<file path="src/hdl/ptagc_pkg.sv">
package ptagc_pkg;

    // Default values of the top-level parameters.
    localparam int SAMPLE_BITS_DEF    = 16;
    localparam int GAIN_FRAC_BITS_DEF = 16;

    // Fixed field widths.
    localparam int TARGET_W   = 15;
    localparam int WEIGHT_W   = 16;
    localparam int PEAK_W     = 24;
    localparam int PEAK_FRAC  = 23;
    localparam int GAIN_OUT_W = 23;
    localparam int GAIN_INT_W = 7;

    // Configuration port.
    localparam int CFG_IDX_W  = 2;
    localparam int CFG_DATA_W = 16;

    localparam logic [CFG_IDX_W-1:0] REG_TARGET  = 2'd0;
    localparam logic [CFG_IDX_W-1:0] REG_ATTACK  = 2'd1;
    localparam logic [CFG_IDX_W-1:0] REG_RELEASE = 2'd2;

    // Register reset values.
    localparam logic [TARGET_W-1:0] TARGET_RST  = 15'd16384;
    localparam logic [WEIGHT_W-1:0] ATTACK_RST  = 16'd655;
    localparam logic [WEIGHT_W-1:0] RELEASE_RST = 16'd66;

    // Fixed smoothing weight of the gain, 0.01 in Q0.16.
    localparam logic [WEIGHT_W-1:0] SMOOTH_WEIGHT = 16'd655;

endpackage

</file>
<file path="src/hdl/ptagc_if.sv">
// Sample channel: one input word per handshake.
interface ptagc_in_if #(
    parameter int SAMPLE_BITS = ptagc_pkg::SAMPLE_BITS_DEF
);
    logic                          valid;
    logic                          ready;
    logic signed [SAMPLE_BITS-1:0] sample_in;
    logic                          end_of_block_in;

    modport source (output valid, output sample_in, output end_of_block_in, input ready);
    modport sink   (input valid, input sample_in, input end_of_block_in, output ready);
endinterface

// Result channel: one output word per handshake.
interface ptagc_out_if #(
    parameter int SAMPLE_BITS = ptagc_pkg::SAMPLE_BITS_DEF
);
    logic                               valid;
    logic                               ready;
    logic signed [SAMPLE_BITS-1:0]      sample_out;
    logic [ptagc_pkg::GAIN_OUT_W-1:0]   gain_now;
    logic                               end_of_block_out;

    modport source (output valid, output sample_out, output gain_now,
                    output end_of_block_out, input ready);
    modport sink   (input valid, input sample_out, input gain_now,
                    input end_of_block_out, output ready);
endinterface

</file>
<file path="src/hdl/peak_tracking_agc_unit.sv">
// Channel   Direction  Word
// samples   in         sample_in, end_of_block_in
// results   out        sample_out, gain_now, end_of_block_out
// cfg_*     in         cfg_wr_en, cfg_index, cfg_data (write only)
//
// Each sample passes through the bit-serial shift-add multiplier (used three times
// per sample) and the restoring divider for the target gain, which retires one
// quotient bit a cycle; a new sample is taken only once the last one is through.
// rst_n clears the peak to 0, the gain to 1.0 and the registers to their defaults.
// A finished word waits in the output register; the next sample is taken meanwhile,
// and the block holds in its last step only if that register is still full.
module peak_tracking_agc_unit #(
    parameter int SAMPLE_BITS    = ptagc_pkg::SAMPLE_BITS_DEF,
    parameter int GAIN_FRAC_BITS = ptagc_pkg::GAIN_FRAC_BITS_DEF
) (
    input  logic                                clk,
    input  logic                                rst_n,
    ptagc_in_if.sink                            samples,
    ptagc_out_if.source                         results,
    input  logic                                cfg_wr_en,
    input  logic [ptagc_pkg::CFG_IDX_W-1:0]     cfg_index,
    input  logic [ptagc_pkg::CFG_DATA_W-1:0]    cfg_data
);

    localparam int SB    = SAMPLE_BITS;
    localparam int GFB   = GAIN_FRAC_BITS;
    localparam int PW_PK = ptagc_pkg::PEAK_W;
    localparam int GW    = GFB + ptagc_pkg::GAIN_INT_W;
    localparam int AW    = (PW_PK > GW) ? PW_PK : GW;
    localparam int BW    = (ptagc_pkg::WEIGHT_W > SB) ? ptagc_pkg::WEIGHT_W : SB;
    localparam int PW    = AW + BW;
    localparam int DW    = ptagc_pkg::TARGET_W + 8 + GFB;
    localparam int DVW   = PW_PK + 1;
    localparam int CNT_MAX = (BW > DW) ? BW : DW;
    localparam int CNT_W = $clog2(CNT_MAX);
    localparam int LSH   = ptagc_pkg::PEAK_FRAC - (SB - 1);

    localparam logic [DW-1:0] GAIN_MIN = DW'(((1 << GFB) + 5) / 10);
    localparam logic [DW-1:0] GAIN_MAX = DW'(100) << GFB;
    localparam logic [GW-1:0] GAIN_ONE = GW'(1) << GFB;
    localparam logic [PW-1:0] MOVE_HALF = PW'(1) << (ptagc_pkg::WEIGHT_W - 1);
    localparam logic [PW-1:0] OUT_HALF  = PW'(1) << (GFB - 1);
    localparam logic [PW-1:0] NEG_LIM   = PW'(1) << (SB - 1);
    localparam logic [PW-1:0] POS_LIM   = NEG_LIM - PW'(1);
    localparam logic [CNT_W-1:0] MUL_LAST = CNT_W'(BW - 1);
    localparam logic [CNT_W-1:0] DIV_LAST = CNT_W'(DW - 1);

    typedef enum logic [8:0] {
        S_IDLE     = 9'b000000001,
        S_PEAK_MUL = 9'b000000010,
        S_PEAK_UPD = 9'b000000100,
        S_DIV      = 9'b000001000,
        S_GAIN_LD  = 9'b000010000,
        S_GAIN_MUL = 9'b000100000,
        S_GAIN_UPD = 9'b001000000,
        S_OUT_MUL  = 9'b010000000,
        S_OUT_FIN  = 9'b100000000
    } state_t;

    // Control and state registers.
    state_t                              state_reg, state_next;
    logic [CNT_W-1:0]                    cnt_reg, cnt_next;
    logic                                out_valid_reg, out_valid_next;
    logic [PW_PK-1:0]                    peak_reg, peak_next;
    logic [GW-1:0]                       gain_reg, gain_next;
    logic [ptagc_pkg::TARGET_W-1:0]      target_reg, target_next;
    logic [ptagc_pkg::WEIGHT_W-1:0]      attack_reg, attack_next;
    logic [ptagc_pkg::WEIGHT_W-1:0]      release_reg, release_next;

    // Datapath registers.
    logic [SB-1:0]                       mag_reg, mag_next;
    logic                                neg_reg, neg_next;
    logic                                eob_reg, eob_next;
    logic                                up_reg, up_next;
    logic [AW-1:0]                       mul_a_reg, mul_a_next;
    logic [BW-1:0]                       mul_b_reg, mul_b_next;
    logic [PW-1:0]                       acc_reg, acc_next;
    logic [DW-1:0]                       dvd_reg, dvd_next;
    logic [DVW-1:0]                      rem_reg, rem_next;
    logic [DVW-1:0]                      den_reg, den_next;
    logic [SB-1:0]                       out_sample_reg, out_sample_next;
    logic [ptagc_pkg::GAIN_OUT_W-1:0]    out_gain_reg, out_gain_next;
    logic                                out_eob_reg, out_eob_next;

    // Combinational helpers.
    logic [SB-1:0]     raw;
    logic              in_neg;
    logic [SB-1:0]     in_mag;
    logic [PW_PK-1:0]  level;
    logic              accept;
    logic [AW:0]       mul_sum;
    logic [PW-1:0]     move_d;
    logic [PW_PK-1:0]  peak_new;
    logic [DVW-1:0]    rem_sh;
    logic              rem_ge;
    logic [GW-1:0]     tgain;
    logic [GW-1:0]     gain_new;
    logic [PW-1:0]     out_r;
    logic [SB-1:0]     res_mag;

    // Sample magnitude and its Q1.23 level.
    assign raw    = samples.sample_in;
    assign in_neg = raw[SB-1];
    assign in_mag = in_neg ? (~raw) + SB'(1) : raw;

    generate
        if (LSH >= 0) begin : g_level_up
            assign level = PW_PK'(in_mag) << LSH;
        end else begin : g_level_down
            assign level = PW_PK'(in_mag >> (-LSH));
        end
    endgenerate

    assign accept = samples.valid && samples.ready;

    // One shift-add step: add the multiplicand into the top of the accumulator.
    assign mul_sum = {1'b0, acc_reg[PW-1:BW]} + (mul_b_reg[0] ? {1'b0, mul_a_reg} : '0);

    // Rounded step of a weighted move, taken from the finished product.
    assign move_d   = (acc_reg + MOVE_HALF) >> ptagc_pkg::WEIGHT_W;
    assign peak_new = up_reg ? peak_reg + move_d[PW_PK-1:0] : peak_reg - move_d[PW_PK-1:0];
    assign gain_new = up_reg ? gain_reg + move_d[GW-1:0] : gain_reg - move_d[GW-1:0];

    // One restoring division step.
    assign rem_sh = {rem_reg[DVW-2:0], dvd_reg[DW-1]};
    assign rem_ge = rem_sh >= den_reg;

    // Clamp of the quotient to the gain limits.
    always_comb
    begin
        if (dvd_reg < GAIN_MIN)
            tgain = GAIN_MIN[GW-1:0];
        else if (dvd_reg > GAIN_MAX)
            tgain = GAIN_MAX[GW-1:0];
        else
            tgain = dvd_reg[GW-1:0];
    end

    // Output rounding and saturation.
    assign out_r = (acc_reg + OUT_HALF) >> GFB;

    always_comb
    begin
        if (neg_reg)
            res_mag = (out_r > NEG_LIM) ? NEG_LIM[SB-1:0] : out_r[SB-1:0];
        else
            res_mag = (out_r > POS_LIM) ? POS_LIM[SB-1:0] : out_r[SB-1:0];
    end

    // Sequencer and next-state logic.
    always_comb
    begin
        state_next      = state_reg;
        cnt_next        = cnt_reg;
        out_valid_next  = out_valid_reg;
        peak_next       = peak_reg;
        gain_next       = gain_reg;
        target_next     = target_reg;
        attack_next     = attack_reg;
        release_next    = release_reg;
        mag_next        = mag_reg;
        neg_next        = neg_reg;
        eob_next        = eob_reg;
        up_next         = up_reg;
        mul_a_next      = mul_a_reg;
        mul_b_next      = mul_b_reg;
        acc_next        = acc_reg;
        dvd_next        = dvd_reg;
        rem_next        = rem_reg;
        den_next        = den_reg;
        out_sample_next = out_sample_reg;
        out_gain_next   = out_gain_reg;
        out_eob_next    = out_eob_reg;

        // The taken result word leaves the output register.
        if (results.ready)
            out_valid_next = 1'b0;

        // Configuration writes; unknown indexes are dropped.
        if (cfg_wr_en)
        begin
            case (cfg_index)
                ptagc_pkg::REG_TARGET:  target_next  = cfg_data[ptagc_pkg::TARGET_W-1:0];
                ptagc_pkg::REG_ATTACK:  attack_next  = cfg_data[ptagc_pkg::WEIGHT_W-1:0];
                ptagc_pkg::REG_RELEASE: release_next = cfg_data[ptagc_pkg::WEIGHT_W-1:0];
                default: ;
            endcase
        end

        case (state_reg)
            S_IDLE:
            begin
                if (accept)
                begin
                    mag_next   = in_mag;
                    neg_next   = in_neg;
                    eob_next   = samples.end_of_block_in;
                    up_next    = level > peak_reg;
                    mul_a_next = (level > peak_reg) ? AW'(level - peak_reg)
                                                    : AW'(peak_reg - level);
                    mul_b_next = (level > peak_reg) ? BW'(attack_reg) : BW'(release_reg);
                    acc_next   = '0;
                    cnt_next   = '0;
                    state_next = S_PEAK_MUL;
                end
            end

            S_PEAK_MUL, S_GAIN_MUL, S_OUT_MUL:
            begin
                acc_next   = {mul_sum, acc_reg[BW-1:1]};
                mul_b_next = mul_b_reg >> 1;
                if (cnt_reg == MUL_LAST)
                begin
                    cnt_next = '0;
                    case (state_reg)
                        S_PEAK_MUL: state_next = S_PEAK_UPD;
                        S_GAIN_MUL: state_next = S_GAIN_UPD;
                        default:    state_next = S_OUT_FIN;
                    endcase
                end
                else
                begin
                    cnt_next = cnt_reg + CNT_W'(1);
                end
            end

            S_PEAK_UPD:
            begin
                peak_next  = peak_new;
                dvd_next   = DW'(target_reg) << (8 + GFB);
                rem_next   = '0;
                den_next   = DVW'(peak_new) + DVW'(1);
                cnt_next   = '0;
                state_next = S_DIV;
            end

            S_DIV:
            begin
                rem_next = rem_ge ? rem_sh - den_reg : rem_sh;
                dvd_next = {dvd_reg[DW-2:0], rem_ge};
                if (cnt_reg == DIV_LAST)
                begin
                    cnt_next   = '0;
                    state_next = S_GAIN_LD;
                end
                else
                begin
                    cnt_next = cnt_reg + CNT_W'(1);
                end
            end

            S_GAIN_LD:
            begin
                up_next    = tgain >= gain_reg;
                mul_a_next = (tgain >= gain_reg) ? AW'(tgain - gain_reg)
                                                 : AW'(gain_reg - tgain);
                mul_b_next = BW'(ptagc_pkg::SMOOTH_WEIGHT);
                acc_next   = '0;
                cnt_next   = '0;
                state_next = S_GAIN_MUL;
            end

            S_GAIN_UPD:
            begin
                gain_next  = gain_new;
                mul_a_next = AW'(gain_new);
                mul_b_next = BW'(mag_reg);
                acc_next   = '0;
                cnt_next   = '0;
                state_next = S_OUT_MUL;
            end

            S_OUT_FIN:
            begin
                // Hold here until the output register is free.
                if (!out_valid_reg || results.ready)
                begin
                    out_valid_next  = 1'b1;
                    out_sample_next = neg_reg ? (~res_mag) + SB'(1) : res_mag;
                    out_gain_next   = ptagc_pkg::GAIN_OUT_W'(gain_reg);
                    out_eob_next    = eob_reg;
                    state_next      = S_IDLE;
                end
            end

            default:
            begin
                state_next = S_IDLE;
            end
        endcase
    end

    // Control state with reset.
    always_ff @(posedge clk or negedge rst_n)
    begin
        if (!rst_n)
        begin
            state_reg     <= S_IDLE;
            cnt_reg       <= '0;
            out_valid_reg <= 1'b0;
            peak_reg      <= '0;
            gain_reg      <= GAIN_ONE;
            target_reg    <= ptagc_pkg::TARGET_RST;
            attack_reg    <= ptagc_pkg::ATTACK_RST;
            release_reg   <= ptagc_pkg::RELEASE_RST;
        end
        else
        begin
            state_reg     <= state_next;
            cnt_reg       <= cnt_next;
            out_valid_reg <= out_valid_next;
            peak_reg      <= peak_next;
            gain_reg      <= gain_next;
            target_reg    <= target_next;
            attack_reg    <= attack_next;
            release_reg   <= release_next;
        end
    end

    // Payload registers.
    always_ff @(posedge clk)
    begin
        mag_reg        <= mag_next;
        neg_reg        <= neg_next;
        eob_reg        <= eob_next;
        up_reg         <= up_next;
        mul_a_reg      <= mul_a_next;
        mul_b_reg      <= mul_b_next;
        acc_reg        <= acc_next;
        dvd_reg        <= dvd_next;
        rem_reg        <= rem_next;
        den_reg        <= den_next;
        out_sample_reg <= out_sample_next;
        out_gain_reg   <= out_gain_next;
        out_eob_reg    <= out_eob_next;
    end

    // Port drive.
    assign samples.ready            = (state_reg == S_IDLE);
    assign results.valid            = out_valid_reg;
    assign results.sample_out       = out_sample_reg;
    assign results.gain_now         = out_gain_reg;
    assign results.end_of_block_out = out_eob_reg;

`ifndef SYNTH
    // An accepted sample starts the peak multiply.
    a_accept_starts: assert property (@(posedge clk) disable iff (!rst_n)
        accept |=> state_reg == S_PEAK_MUL)
        else $error("accepted sample did not start the peak multiply");

    // The divisor is never zero while dividing.
    a_div_nonzero: assert property (@(posedge clk) disable iff (!rst_n)
        state_reg == S_DIV |-> den_reg != '0)
        else $error("divider runs with a zero divisor");

    // The smoothed gain stays inside the clamp limits after each update.
    a_gain_range: assert property (@(posedge clk) disable iff (!rst_n)
        state_reg == S_GAIN_UPD |=> (DW'(gain_reg) >= GAIN_MIN) && (DW'(gain_reg) <= GAIN_MAX))
        else $error("smoothed gain left the clamp range");

    // A new result word appears only from the final step.
    a_result_source: assert property (@(posedge clk) disable iff (!rst_n)
        $rose(out_valid_reg) |-> $past(state_reg == S_OUT_FIN))
        else $error("result word loaded outside the final step");

    // The peak never rises above full scale.
    a_peak_top: assert property (@(posedge clk) disable iff (!rst_n)
        state_reg == S_PEAK_UPD |=> peak_reg <= (PW_PK'(1) << ptagc_pkg::PEAK_FRAC))
        else $error("peak tracker exceeded full scale");
`endif

endmodule
</file>
<file path="src/flat_wrapper.sv">
// flat-port wrapper written by rule: the top's interface ports become plain ports
module peak_tracking_agc_unit_flat 
#(
    parameter int SAMPLE_BITS    = ptagc_pkg::SAMPLE_BITS_DEF,
    parameter int GAIN_FRAC_BITS = ptagc_pkg::GAIN_FRAC_BITS_DEF
)
  (clk, rst_n, cfg_wr_en, cfg_index, cfg_data, samples_valid, samples_sample_in, samples_end_of_block_in, samples_ready, results_valid, results_sample_out, results_gain_now, results_end_of_block_out, results_ready);
  ptagc_in_if #(.SAMPLE_BITS(SAMPLE_BITS)) samples_i ();
  ptagc_out_if #(.SAMPLE_BITS(SAMPLE_BITS)) results_i ();
  input  logic clk;
  input  logic rst_n;
  input  logic cfg_wr_en;
  input  logic [ptagc_pkg::CFG_IDX_W-1:0] cfg_index;
  input  logic [ptagc_pkg::CFG_DATA_W-1:0] cfg_data;
  input wire logic [$bits(samples_i.valid)-1:0] samples_valid;
  input wire logic [$bits(samples_i.sample_in)-1:0] samples_sample_in;
  input wire logic [$bits(samples_i.end_of_block_in)-1:0] samples_end_of_block_in;
  output wire logic [$bits(samples_i.ready)-1:0] samples_ready;
  output wire logic [$bits(results_i.valid)-1:0] results_valid;
  output wire logic [$bits(results_i.sample_out)-1:0] results_sample_out;
  output wire logic [$bits(results_i.gain_now)-1:0] results_gain_now;
  output wire logic [$bits(results_i.end_of_block_out)-1:0] results_end_of_block_out;
  input wire logic [$bits(results_i.ready)-1:0] results_ready;
  assign samples_i.valid = samples_valid;
  assign samples_i.sample_in = samples_sample_in;
  assign samples_i.end_of_block_in = samples_end_of_block_in;
  assign samples_ready = samples_i.ready;
  assign results_valid = results_i.valid;
  assign results_sample_out = results_i.sample_out;
  assign results_gain_now = results_i.gain_now;
  assign results_end_of_block_out = results_i.end_of_block_out;
  assign results_i.ready = results_ready;
  peak_tracking_agc_unit #(.SAMPLE_BITS(SAMPLE_BITS), .GAIN_FRAC_BITS(GAIN_FRAC_BITS)) u_core (.clk(clk), .rst_n(rst_n), .samples(samples_i), .results(results_i), .cfg_wr_en(cfg_wr_en), .cfg_index(cfg_index), .cfg_data(cfg_data));
endmodule
</file>
<file path="config.mk">
export PLATFORM = sky130hd
export DESIGN_NAME = peak_tracking_agc_unit_flat
export DESIGN_NICKNAME = d
export VERILOG_FILES = /design/src/hdl/ptagc_pkg.sv /design/src/hdl/ptagc_if.sv /design/src/hdl/peak_tracking_agc_unit.sv /design/src/flat_wrapper.sv
export SDC_FILE = /design/constraint.sdc
export NUM_CORES = 1
export LEC_CHECK = 0
export ABC_AREA = 1
export BUFFER_PORTS_ARGS = -buffer_cell sky130_fd_sc_hd__clkbuf_2
export CELL_PAD_IN_SITES_DETAIL_PLACEMENT = 0
export CELL_PAD_IN_SITES_GLOBAL_PLACEMENT = 1
export CORE_ASPECT_RATIO = 0.8
export CORE_MARGIN = 2
export CORE_UTILIZATION = 44
export CTS_BUF_LIST = sky130_fd_sc_hd__clkbuf_8
export CTS_CLUSTER_SIZE = 24
export DETAILED_ROUTE_END_ITERATION = 6
export PLACE_DENSITY_LB_ADDON = 0.15
export SLEW_MARGIN = 20
export SYNTH_ARGS = -nofsm -noshare
export SYNTH_HDL_FRONTEND = slang
export SYNTH_SLANG_ARGS = --single-unit
</file>
<file path="constraint.sdc">
create_clock -name clk -period 3.9 [get_ports clk]
set_input_delay 0.195 -clock clk [delete_from_list [all_inputs] [get_ports clk]]
set_output_delay 0.195 -clock clk [all_outputs]
set_load 0.02 [all_outputs]
</file>
Yosys cells after proc, flatten, opt, wreduce, memory -nomap -nowiden

Index checks and enable logic that the tools add are counted.

Flip-flop bits (word level): 337
Input bits: 40
Output and inout bits: 42
Word-level logic and storage cells: 123

Add/subtract/negate cells: 15
$lt $le $gt $ge: 7
Equality and inequality tests: 17
Mux-type cells: 37
Bitwise operators: 2
Reductions and logical operators: 24

Operators with widths:

| cell                     | number |
|---|---|
| $mux W24                 | 6 |
| $pmux W40 S3             | 1 |
| $mux W16                 | 7 |
| $sub A24 B24 Y24         | 4 |
| $pmux W39 S2             | 1 |
| $pmux W24 S3             | 1 |
| $mux W23                 | 3 |
| $pmux W16 S4             | 1 |
| $pmux W9 S7              | 1 |
| $pmux W24 S2             | 1 |
| $sub A23 B23 Y24         | 2 |
| $add A40 B16 Y40 const B | 1 |
| $mux W40                 | 1 |
| $gt A39 B23 Y1 const B   | 1 |
| $lt A39 B13 Y1 const B   | 1 |
| $mux W9                  | 4 |
| $add A16 B1 Y16 const B  | 2 |
| $not A16 Y16             | 2 |
| $add A24 B1 Y25 const B  | 1 |
| $add A24 B25 Y25         | 1 |
| $ge A25 B25 Y1           | 1 |
| $add A24 B24 Y24         | 1 |
| $gt A24 B15 Y1 const B   | 1 |
| $gt A24 B16 Y1 const B   | 1 |
| 36 further kinds         | 56 |

Logic depth before layout (Yosys ltp)

Depth after elaboration: 7
Depth in mapped cells: 29
Gate-level depth less buffers: 28

Least setup slack after synthesis

OpenSTA, ideal clock, no wires.

Path type: reg-to-reg
Start point: reg u_core.acc_reg[16]
End point: reg u_core.den_reg[21] (data pin)
Setup time: 267 ps
Arrival time: 3965 ps
Data required time: 3633 ps
Slack: -332 ps
Cell stages (with the launch flop): 25
Path buffers: 0
Period minus slack after synthesis: 4232 ps
Cell sequence: edfxtp_1 -> ha_1 -> or2_2 -> nand2_1 -> ha_1 -> nand3_1 -> nor2_1 -> nand2_1 -> nor2_2 -> nand3_1 -> nor2_1 -> nand2_1 -> nand2_1 -> xor2_1 -> inv_1 -> ha_1 -> nand4_1 -> nor2_1 -> nand4_1 -> nand3_1 -> xor2_1 -> nand2_1 -> nor3_2 -> nand3_1 -> xnor2_1

Word-level cells in the longest chain between the ends: 4
Elaborated cells between the ends (all ways): 5
Classes of those cells: add/sub: 4; mux: 1

RTL lines:

| what                                                 | line                          | RTL |
|---|---|---|
| start, declared                                      | peak_tracking_agc_unit.sv:77  | `logic [PW-1:0] acc_reg, acc_next;` |
| start signal, assigned                               | peak_tracking_agc_unit.sv:329 | `acc_reg <= acc_next;` |
| $add A40 B16 Y40 (*)                                 | peak_tracking_agc_unit.sv:120 | `assign move_d = (acc_reg + MOVE_HALF) >> ptagc_pkg::WEIGHT_W;` |
| $sub A24 B24 Y24 or $add A24 B24 Y24 (tied branches) | peak_tracking_agc_unit.sv:121 | `assign peak_new = up_reg ? peak_reg + move_d[PW_PK-1:0] : peak_reg - move_d[PW_PK-1:0];` |
| $mux W24 (*)                                         | peak_tracking_agc_unit.sv:121 |  |
| $add A24 B1 Y25 (*)                                  | peak_tracking_agc_unit.sv:232 | `den_next = DVW'(peak_new) + DVW'(1);` |
| end signal, assigned                                 | peak_tracking_agc_unit.sv:332 | `den_reg <= den_next;` |
| end, declared                                        | peak_tracking_agc_unit.sv:80  | `logic [DVW-1:0] den_reg, den_next;` |

Every way passes the cells marked *; elsewhere a longest branch is shown, timed or not.
A chain may end at the register's enable or synchronous reset.

Worst setup path in the final report

Start point: reg u_core.acc_reg[16]
End point: reg u_core.den_reg[22] (data pin)

Same word-level chain as after synthesis.

==> flow_summary.yaml <==
outcome:
  outcome: "finished with violations"
  violations: "setup timing"
worst_hold_path:
  hold_class: "in -> reg"
timing:
  tightest_slew_ns: 1.01
  setup_ws_ns: -0.495
  fin_skew_ns: 0.0655
  clock.fmax_ghz: 0.228
  hold_viol: 0
  period_share_pct: 113
  report.final.slew_viol_count: 0
  grt_setup_unrepaired: "true"
  setup_viol: 37
  relSlewSlack_pct: 32.8
  min_period_ns: 4.39
grt:
  grt_usage_pct: 30.9
  use_met3_pct: 6.42
  grt_pass1_wl_um: 136000
  grt_antenna_before_repair: 3
  grt_pass1_vias: 24100
  grt_max_degree: 64
  busiest_layer: "met2"
  met2_usage_pct: 45.8
  overflow: 0
  use_met1_pct: 45.0
finish:
  drive_gt1_share_pct: 32.6
  utilization_pct: 62.8
  area_delta_synth_final_pct: 41.8
  largest_reg_flops: 39
  layout.nets: 4181
  design_area_um2: 34500
worst_setup_path:
  critical_path_peak_fanout: 5
  cp_data_arrival_time_ns: 4.80
  cp_top_family: "simple AND/OR/NAND/NOR gates"
  worstPathRequired_ns: 4.30
  cp_common_cell: "nand4_1"
  critPathMaxStageDelay_ns: 0.45
  critPathLaunchType: "flip-flop"
  cp_slowest_cell: "edfxtp_1"
  worstSetupEndpointType: "flip-flop"
  critPathKind: "reg -> reg"
  worst-path-buf-inv: 1
floorplan:
  die_x_um: 267
  start_util_pct: 44.3
  die_h_um: 214
  boundaryPins: 82
  rows: 77
  core-area_um2: 54900
  die_area_um2: 57200
logic_synthesis:
  synth_top_area_share_pct: 26.2
  yosysUniqueCellTypes: 57
  synth-edff-count: 212
  avgSynthCellArea_um2: 7.55
  yosysTopAreaCell: "edfxtp_1"
  synth_area_leaders: "edfxtp_1, nand2_1, dfrtp_1"
  ys_dominant_reg_cell: "edfxtp_1"
  async_reset_ff_share_pct: 34.2
  synth_nets: 3447
  synthCells: 3221
  ys_seq_area_share_pct: 37.5
  yosysWarnings: 0
  syn_area_um2: 24300
  synth_seq_cells: 322
power_and_ir_drop:
  p_per_area_nw_per_um2: 1030
  intPower_mw: 18.6
  vdd_drop_max_uv: 649
  power_frac_clock_pct: 10.5
  pwr-share-seq_pct: 16.8
  leakage_nw: 16.4
  combPwrFrac_pct: 72.7
  switching_share_pct: 47.6
  p_sw_mw: 16.9
placement:
  place_ws_ns: -0.824
  numPortBuffers: 81
  dp_hpwl_um: 69900
  dpl_cell_area_um2: 29600
  place.gp.congestion: 0.967
route:
  postRouteAntennaNets: 0
  wirelength_um: 90700
  num_vias: 24900
  wl_per_cell_um: 19.2
  drt_iter0_markers: 1976
  drc: 0
  dr.pass1.iters: 5
  vias_per_cell: 5.28
clocking:
  clockBufferDepth: 3
  cts_tree: "yes"
  clkLatencyLatePin_ns: 0.71
  cts_sinks: 322
  root_buffer: "clkbuf_8"
  path_clk_slew_ns: 0.09
  cts_buffers: 55
  htree_levels: 2
job:
  drv_cap: 0
area by class of cell:
type,instances,area (um2)
sequential,322,9130
fill,4871,20400
clock inverter,39,425
tap,711,890
inverter,497,1870
multi-input combinational,2335,15600
clock buffer,65,895
timing repair buffer,744,5720
antenna,1,2.50
stage by stage:
step,hold WS [ns],setup TNS [ns],power [mW],cells
floorplan,-0.101,-0.0751,16.7,3221
global placement,0.317,-23.54,25.9,4479
detailed placement,0.326,-24.11,26.2,4479
CTS,0.0461,-4.89,32.3,4669
global route,0.0694,-16.14,37.8,4713
finish,0.0885,-6.83,35.4,4714
timing repair:
| action | in CTS | in global routing |
|---|---|---|
| setup endpoints to repair | 57 | 63 |
| gates resized for setup | 298 | 322 |
| cloned | 1 | 0 |
| setup buffers | 54 | 53 |
| hold buffers | 32 | 0 |
| endpoints found under the hold margin | 106 | 0 |
| pin swaps | 97 | 141 |
tightest hold or removal path, stage by stage:
cell      delay [ns]
clkbuf_2        0.09
inv_1           0.06
xor2_1          0.12
buf_4           0.17
layout by cell type (no fill, tap or decap), types with 28 or more instances in the layout:
cell type / netlist / layout
clkbuf_8: 0 / 65
nor2_2: 7 / 41
nor3_1: 50 / 35
o211ai_1: 29 / 29
ha_4: 0 / 41
clkbuf_2: 0 / 80
o21ai_1: 9 / 44
inv_2: 10 / 45
o21ai_2: 1 / 31
nand2_4: 7 / 28
buf_4: 0 / 579
dlygate4sd3_1: 0 / 32
edfxtp_1: 212 / 212
ha_1: 179 / 135
dfrtp_1: 99 / 99
inv_1: 484 / 464
buf_6: 1 / 45
o21ai_0: 325 / 253
nand4_1: 29 / 29
nor2_4: 5 / 29
nand2_2: 21 / 77
nand3_1: 126 / 91
a21oi_2: 1 / 49
xnor2_1: 37 / 32
xor2_1: 94 / 74
a21oi_1: 267 / 210
nor2_1: 296 / 238
nand2_1: 686 / 608
logic make-up (layout without fill, tap and decap cells):
kind of cell	count (synthesis)	in the layout	share of synthesized area, %
buf+inv	564	1345	8.87
other cells	0	1	0
flops	322	322	37.5
mux	1	1	0.0411
simple gates	1294	1294	22.8
xor+xnor	133	133	4.85
fa+ha+maj	186	186	9.78
compound gates	721	721	16.1
cell usage after synthesis (3+ instances only):
master	number
buf_2	5
nor3_1	50
nand3_1	126
nand3_2	4
inv_1	484
nor2_4	5
dfrtp_1	99
nand4_1	29
dfstp_2	11
a211oi_1	6
o21a_1	6
xor2_1	94
o21ai_1	9
ha_1	179
inv_2	10
a21boi_0	7
nand2_1	686
nor4_1	20
xnor2_1	37
nand3b_1	12
o31ai_1	6
o22ai_1	3
o211ai_1	29
a22oi_1	9
clkbuf_1	57
and2_1	5
edfxtp_1	212
nor2_1	296
o21ai_0	325
nand2_4	7
a31oi_1	11
nor2_2	7
a221oi_1	4
o21bai_1	10
o221ai_1	6
a21oi_1	267
nand2_2	21
fa_1	7
nand3_4	3
a21o_1	14
or2_2	19
clkinv_1	3
layer usage:
metal | share of wire, % | wire (um) | up-vias
met3 | 7.8 | 7120 | 125
li1 | - | - | 12200
met4 | 2.9 | 2620 | 4
met1 | 46 | 42100 | 11700
met2 | 43 | 38800 | 817
met5 | 0.021 | 19 | -
power groups by stage:
stage | Sequential (mW) | Clock (mW) | Combinational (mW)
floorplan | 5.64 | 0 | 11.0
global placement | 5.93 | 0 | 20.0
detailed placement | 5.94 | 0 | 20.2
CTS | 5.91 | 3.79 | 22.6
global route | 6.03 | 3.93 | 27.8
finish | 5.95 | 3.73 | 25.8
worst paths after layout:
kind                                      start                              end  slack [ns]  cells past startpoint
max                          u_core.acc_reg[16]               u_core.den_reg[22]       -0.49                     25
min                        samples_sample_in[4]                u_core.mag_reg[4]        0.09                      4
max reg2reg                  u_core.acc_reg[16]               u_core.den_reg[22]       -0.49                     25
min reg2reg                      u_core.eob_reg  u_core.results.end_of_block_out        0.43                      0
max in group asynchronous                 rst_n              u_core.state_reg[0]        2.89                      3
min in group asynchronous                 rst_n              u_core.peak_reg[16]        0.12                      2
(Power assumes the default switching activity.)
